--- config.mk ---
export PLATFORM = sky130hd
export DESIGN_NAME = tmq_ctrl
export DESIGN_NICKNAME = d
export VERILOG_FILES = /design/src/rtl/tmq_pkg.sv /design/src/rtl/tmq_ctrl.sv
export SDC_FILE = /design/constraint.sdc
export NUM_CORES = 1
export LEC_CHECK = 0
export BUFFER_PORTS_ARGS = -buffer_cell sky130_fd_sc_hd__buf_4
export CAP_MARGIN = 20
export CORE_MARGIN = 4
export CORE_UTILIZATION = 35
export DETAILED_ROUTE_END_ITERATION = 8
export GPL_TIMING_DRIVEN = 0
export HOLD_SLACK_MARGIN = 0.06
export PLACE_DENSITY = 0.69
export SLEW_MARGIN = 0
export SYNTH_ARGS = -nofsm -noshare
export SYNTH_HDL_FRONTEND = slang
export SYNTH_SLANG_ARGS = --single-unit
--- constraint.sdc ---
create_clock -name clk_i -period 2 [get_ports clk_i]
set_clock_uncertainty 0.15 [all_clocks]
set_input_delay 0.1 -clock clk_i [delete_from_list [all_inputs] [get_ports clk_i]]
set_output_delay 0.1 -clock clk_i [all_outputs]
set_load 0.1 [all_outputs]
--- src/rtl/tmq_pkg.sv ---
// Typed message queue: shared constants, status codes and the structs
// that join the controller and the datapath. No dependencies.
package tmq_pkg;

  localparam int SLOTS      = 64;
  localparam int MSG_BYTES  = 64;

  localparam int TYPE_W     = 31;
  localparam int LEN_W      = 7;
  localparam int BYTE_W     = 8;
  localparam int SEL_W      = 32;
  localparam int ST_W       = 3;
  localparam int HI_W       = $clog2(SLOTS);
  localparam int CNT_W      = $clog2(SLOTS + 1);
  localparam int BODY_DEPTH = SLOTS * MSG_BYTES;
  localparam int BODY_AW    = $clog2(BODY_DEPTH);

  // Result status codes
  localparam logic [ST_W-1:0] ST_DATA    = 3'd0;
  localparam logic [ST_W-1:0] ST_EMPTY   = 3'd1;
  localparam logic [ST_W-1:0] ST_NOMATCH = 3'd2;
  localparam logic [ST_W-1:0] ST_STORED  = 3'd3;
  localparam logic [ST_W-1:0] ST_DROPPED = 3'd4;

  // Input command codes
  localparam logic CMD_SEND = 1'b0;
  localparam logic CMD_RECV = 1'b1;

  // One header entry
  typedef struct packed {
    logic [TYPE_W-1:0] mtype;
    logic [LEN_W-1:0]  len;
    logic [HI_W-1:0]   body;
  } hdr_t;

  // Controller to datapath
  typedef struct packed {
    logic in_ready;
    logic in_take;
    logic hdr_rd_send;
    logic body_latch;
    logic byte_wr;
    logic send_done;
    logic scan_init;
    logic hdr_rd_idx;
    logic scan_next;
    logic hit_latch;
    logic res_nomatch;
    logic res_empty;
    logic body_rd;
    logic res_byte;
    logic hdr_rd_next;
    logic sh_wr;
    logic sh_last;
  } cmd_t;

  // Datapath to controller
  typedef struct packed {
    logic in_valid;
    logic in_cmd;
    logic busy;
    logic full;
    logic used_zero;
    logic send_last;
    logic match;
    logic scan_end;
    logic n_zero;
    logic out_free;
    logic byte_end;
    logic sh_end;
  } sts_t;

endpackage

--- src/rtl/tmq_ctrl.sv ---
// Typed message queue: controller state machine for send items and the
// receive scan, delivery and header shift. Depends on tmq_pkg.
module tmq_ctrl (
  input  logic          clk_i,
  input  logic          rst_ni,
  input  tmq_pkg::sts_t sts_i,
  output tmq_pkg::cmd_t cmd_o
);

  localparam logic [3:0] IDLE   = 4'd0;
  localparam logic [3:0] S_HRD  = 4'd1;
  localparam logic [3:0] S_HLAT = 4'd2;
  localparam logic [3:0] S_BYTE = 4'd3;
  localparam logic [3:0] S_RES  = 4'd4;
  localparam logic [3:0] R_RD   = 4'd5;
  localparam logic [3:0] R_CMP  = 4'd6;
  localparam logic [3:0] R_SEL  = 4'd7;
  localparam logic [3:0] R_NOM  = 4'd8;
  localparam logic [3:0] R_EMP  = 4'd9;
  localparam logic [3:0] R_DRD  = 4'd10;
  localparam logic [3:0] R_DOUT = 4'd11;
  localparam logic [3:0] SH_RD  = 4'd12;
  localparam logic [3:0] SH_WR  = 4'd13;

  logic [3:0] state_q, state_d;

  // Next state and command decode
  always_comb begin
    state_d = state_q;
    cmd_o   = '0;
    case (state_q)
      IDLE: begin
        cmd_o.in_ready = 1'b1;
        if (sts_i.in_valid) begin
          cmd_o.in_take = 1'b1;
          if (sts_i.in_cmd == tmq_pkg::CMD_RECV) begin
            if (sts_i.used_zero) begin
              state_d = R_NOM;
            end else begin
              cmd_o.scan_init = 1'b1;
              state_d = R_RD;
            end
          end else if (!sts_i.busy && !sts_i.full) begin
            state_d = S_HRD;
          end else begin
            state_d = S_BYTE;
          end
        end
      end
      S_HRD: begin
        cmd_o.hdr_rd_send = 1'b1;
        state_d = S_HLAT;
      end
      S_HLAT: begin
        cmd_o.body_latch = 1'b1;
        state_d = S_BYTE;
      end
      S_BYTE: begin
        cmd_o.byte_wr = 1'b1;
        state_d = sts_i.send_last ? S_RES : IDLE;
      end
      S_RES: begin
        if (sts_i.out_free) begin
          cmd_o.send_done = 1'b1;
          state_d = IDLE;
        end
      end
      R_RD: begin
        cmd_o.hdr_rd_idx = 1'b1;
        state_d = R_CMP;
      end
      R_CMP: begin
        if (sts_i.match) begin
          cmd_o.hit_latch = 1'b1;
          state_d = R_SEL;
        end else if (sts_i.scan_end) begin
          state_d = R_NOM;
        end else begin
          cmd_o.scan_next = 1'b1;
          state_d = R_RD;
        end
      end
      R_SEL: begin
        state_d = sts_i.n_zero ? R_EMP : R_DRD;
      end
      R_NOM: begin
        if (sts_i.out_free) begin
          cmd_o.res_nomatch = 1'b1;
          state_d = IDLE;
        end
      end
      R_EMP: begin
        if (sts_i.out_free) begin
          cmd_o.res_empty = 1'b1;
          state_d = SH_RD;
        end
      end
      R_DRD: begin
        cmd_o.body_rd = 1'b1;
        state_d = R_DOUT;
      end
      R_DOUT: begin
        if (sts_i.out_free) begin
          cmd_o.res_byte = 1'b1;
          state_d = sts_i.byte_end ? SH_RD : R_DRD;
        end
      end
      SH_RD: begin
        if (sts_i.sh_end) begin
          cmd_o.sh_last = 1'b1;
          state_d = IDLE;
        end else begin
          cmd_o.hdr_rd_next = 1'b1;
          state_d = SH_WR;
        end
      end
      SH_WR: begin
        cmd_o.sh_wr = 1'b1;
        state_d = SH_RD;
      end
      default: begin
        state_d = IDLE;
      end
    endcase
  end

  always_ff @(posedge clk_i or negedge rst_ni) begin
    if (!rst_ni) begin
      state_q <= IDLE;
    end else begin
      state_q <= state_d;
    end
  end

endmodule

==> impl_metrics.json <==
{
  "hold_viol": 0,
  "grt-busiest-layer": "met2",
  "synth_xor_area_share_pct": 0,
  "max_freq_ghz": 0.5200,
  "crit_end": "cmd_o[6]",
  "cp_max_fo": 10,
  "drt_iter0_markers": 26,
  "rows": 14,
  "finalCritPeriodShare_pct": 96.15,
  "cts_buffer_depth": 2,
  "dp_hpwl_mm": 1.479,
  "route.vias.total": 766,
  "grt_pass1_wl_mm": 2.904,
  "antenna_cells": 0,
  "cp_num_buf_inv": 2,
  "multi_input_comb_area_um2": 493.0,
  "dieArea_mm2": 0.002267,
  "syn-cell-area_um2": 549.3,
  "yosys.area.top_type": "dfrtp_1",
  "syn-instance-count": 81,
  "core_area_mm2": 0.001489,
  "cts.reportedPaths.clkPinSlew_ns": 0.04,
  "use_met3_pct": 3.383,
  "cp_common_cell": "buf_4",
  "viasPerCell": 5.716,
  "synth_top_cell_area_share_pct": 18.22,
  "post-route-drc-count": 0,
  "max_slew_margin_pct": 78.10,
  "gp_congestion": 0.8432,
  "ir_drop_mv": 0.8153,
  "crit_cells": 4,
  "synth_compound_area_share_pct": 23.69,
  "finalSetupViolCount": 0,
  "initial_utilization_pct": 36.89,
  "p_leak_nw": 0.4080,
  "grt_max_degree": 11,
  "ys_async_sr_fraction_pct": 100.0,
  "synth-seq-cells": 4,
  "worst_ep_arrival_time_ns": 1.67,
  "tightest_slew_ns": 0.3243,
  "synthSimpleGateAreaFrac_pct": 50.34,
  "grt-ovfl-total": 0,
  "reg_top3": "state_q: 4 flops",
  "dpl_cell_area_um2": 888.4,
  "max_stage_delay_ns": 0.47,
  "setup.worst_path.end_class": "primary output",
  "rrSetupSlack_ns": 0.26,
  "die_x_um": 47.62,
  "cts_made_buffers": 3,
  "worstSetupPathType": "register to primary output",
  "reg2reg_to": "state_q[3]",
  "reg2reg_depth": 5,
  "syn_nets": 95,
  "period_needed_ns": 1.923,
  "drv_cap": 0,
  "synth_area_leaders": "dfrtp_1 (18%), nand2_1 (6.8%), nor2_1 (6.8%), nor2b_1 (5.7%), o21ai_0 (5.5%)",
  "fin_util_pct": 64.29,
  "synth_top_family_by_area": "simple AND/OR/NAND/NOR gates",
  "seq_area_frac_synth_pct": 18.22,
  "finalNetCount": 133,
  "grt_use_total_pct": 17.88,
  "clk_latency_ns": 0.24,
  "die_h_um": 47.62,
  "ios": 31,
  "drt-total-wl_mm": 1.865,
  "detail-route-antenna-nets": 0,
  "synth-edff-count": 0,
  "crit_family": "buffers and inverters",
  "cpMaxStageDelayCell": "dfrtp_2",
  "synth_fa_ha_area_share_pct": 0,
  "cts_tree": "built",
  "report.final.slew_viol_count": 0,
  "status": "complete, no violations",
  "met2_usage_pct": 28.34,
  "largest_reg_flops": 4,
  "layout-drive-gt1-share_pct": 46.61,
  "yosysWarnings": 0,
  "fin_area_um2": 957.2,
  "min_path_type": "input pin to register",
  "power.density_cell_area_mw_per_mm2": 1612,
  "root_buffer": "clkbuf_4",
  "synthFlopType": "dfrtp_1",
  "rsz0062_at_grt": "no",
  "top_register": "state_q",
  "area_growth_pct": 74.26,
  "critPathRequiredTime_ns": 1.75,
  "seq_area_um2": 101.3,
  "cts_sinks": 4,
  "grt_use_met1_pct": 23.88,
  "startpoint_type": "register",
  "cts_max_level": 1,
  "muxShareOfSynthArea_pct": 0,
  "first_pass_iters": 4,
  "grt_pass1_vias": 652,
  "fillCellCount": 134,
  "startpoint": "state_q[2]",
  "post_drt_wl_per_cell_um": 13.92,
  "r2r-start": "state_q[3]",
  "synth_cell_types": 29,
  "yosys-top-cells-count": "nand2_1 (10), nor2_1 (10), o21ai_0 (6)",
  "io_buffers": 30,
  "antenna_found_initial": 0,
  "crit_chain": "buf_4 > nand3b_1 > nor3_4 > buf_4",
  "syn-mean-instance-area_um2": 6.781
}
==> power breakdown <==
part	leakage (nW)	internal (W)	switching [W]
registers	0.0498	0.000118	0.0000413
logic	0.343	0.000357	0.000914
clock network	0.0150	0.0000751	0.0000372
==> cell families (layout without fill, tap and decap cells) <==
family,Yosys count,count (layout)
AO/OA/AOI/OAI,20,20
buffers and inverters,8,45
flip-flops,4,4
AND/OR/NAND/NOR,49,49
==> layout by cell type (no fill, tap or decap), types with 2 or more instances in the layout <==
master	instances
nor4_4	2
dfrtp_1	3
nor2_2	5
o211ai_1	3
o22ai_1	2
dlygate4sd3_1	3
nand3b_1	2
a21oi_1	2
nor3_4	5
buf_4	30
nand3_1	3
buf_6	3
a311oi_1	2
o21ai_0	6
inv_1	2
nor2b_1	5
clkbuf_4	5
a211oi_1	2
nand2b_1	4
nor2_1	4
nand2_1	10
and3_1	2
==> what timing repair did <==
| item | 4_1_cts | 5_1_grt |
|---|---|---|
| gates resized for setup | 0 | 4 |
| endpoints found under the hold margin | 6 | 0 |
| buffers inserted | 0 | 0 |
| hold buffers | 3 | 0 |
| setup endpoints to repair | 0 | 6 |
==> worst min-delay path: cells and delay by family <==
kind                   cells  cell delay [ns]
buffers and inverters      1             0.09
AO/OA/AOI/OAI              2             0.16
AND/OR/NAND/NOR            2             0.11
==> metrics by stage <==
step	worst slack (ns)	cells	power [W]	hold WS [ns]	TNS (ns)
after floorplan	-0.7001	81	0.001170	-0.3456	-1.887
after global placement	0.2699	127	0.001413	-0.2553	0
after detailed placement	0.2613	127	0.001413	-0.2504	0
after CTS	0.007037	134	0.001534	0.1153	0
after global routing	0.006192	134	0.001640	0.1623	0
final	0.07696	134	0.001543	0.1219	0
==> metal layers <==
metal | share of wire (%) | vias up | wire, um
met5 | 0 | - | 0
met4 | 0.80 | 0 | 15
met3 | 7.1 | 2 | 132
met2 | 51 | 35 | 952
met1 | 41 | 362 | 765
li1 | - | 367 | -
==> worst min-delay path by stage <==
stage	startpoint	slack, ns	to	depth (start not counted)
2_1_floorplan	rst_ni	-0.35	state_q[0]	0
3_3_place_gp	rst_ni	-0.26	state_q[1]	1
3_5_place_dp	rst_ni	-0.25	state_q[1]	1
4_1_cts	sts_i[3]	0.12	state_q[0]	5
5_1_grt	sts_i[3]	0.16	state_q[0]	5
6_report	sts_i[3]	0.12	state_q[0]	5
==> area by class of cell <==
type	instances	share of cell area [%]
repair buffers	33	27.45
clock buffers	4	2.745
flip-flops and latches	4	10.59
inverters	2	0.7843
well taps	16	2.092
plain buffers	6	4.837
multi-input cells	69	51.50
(Power assumes the default switching activity.)
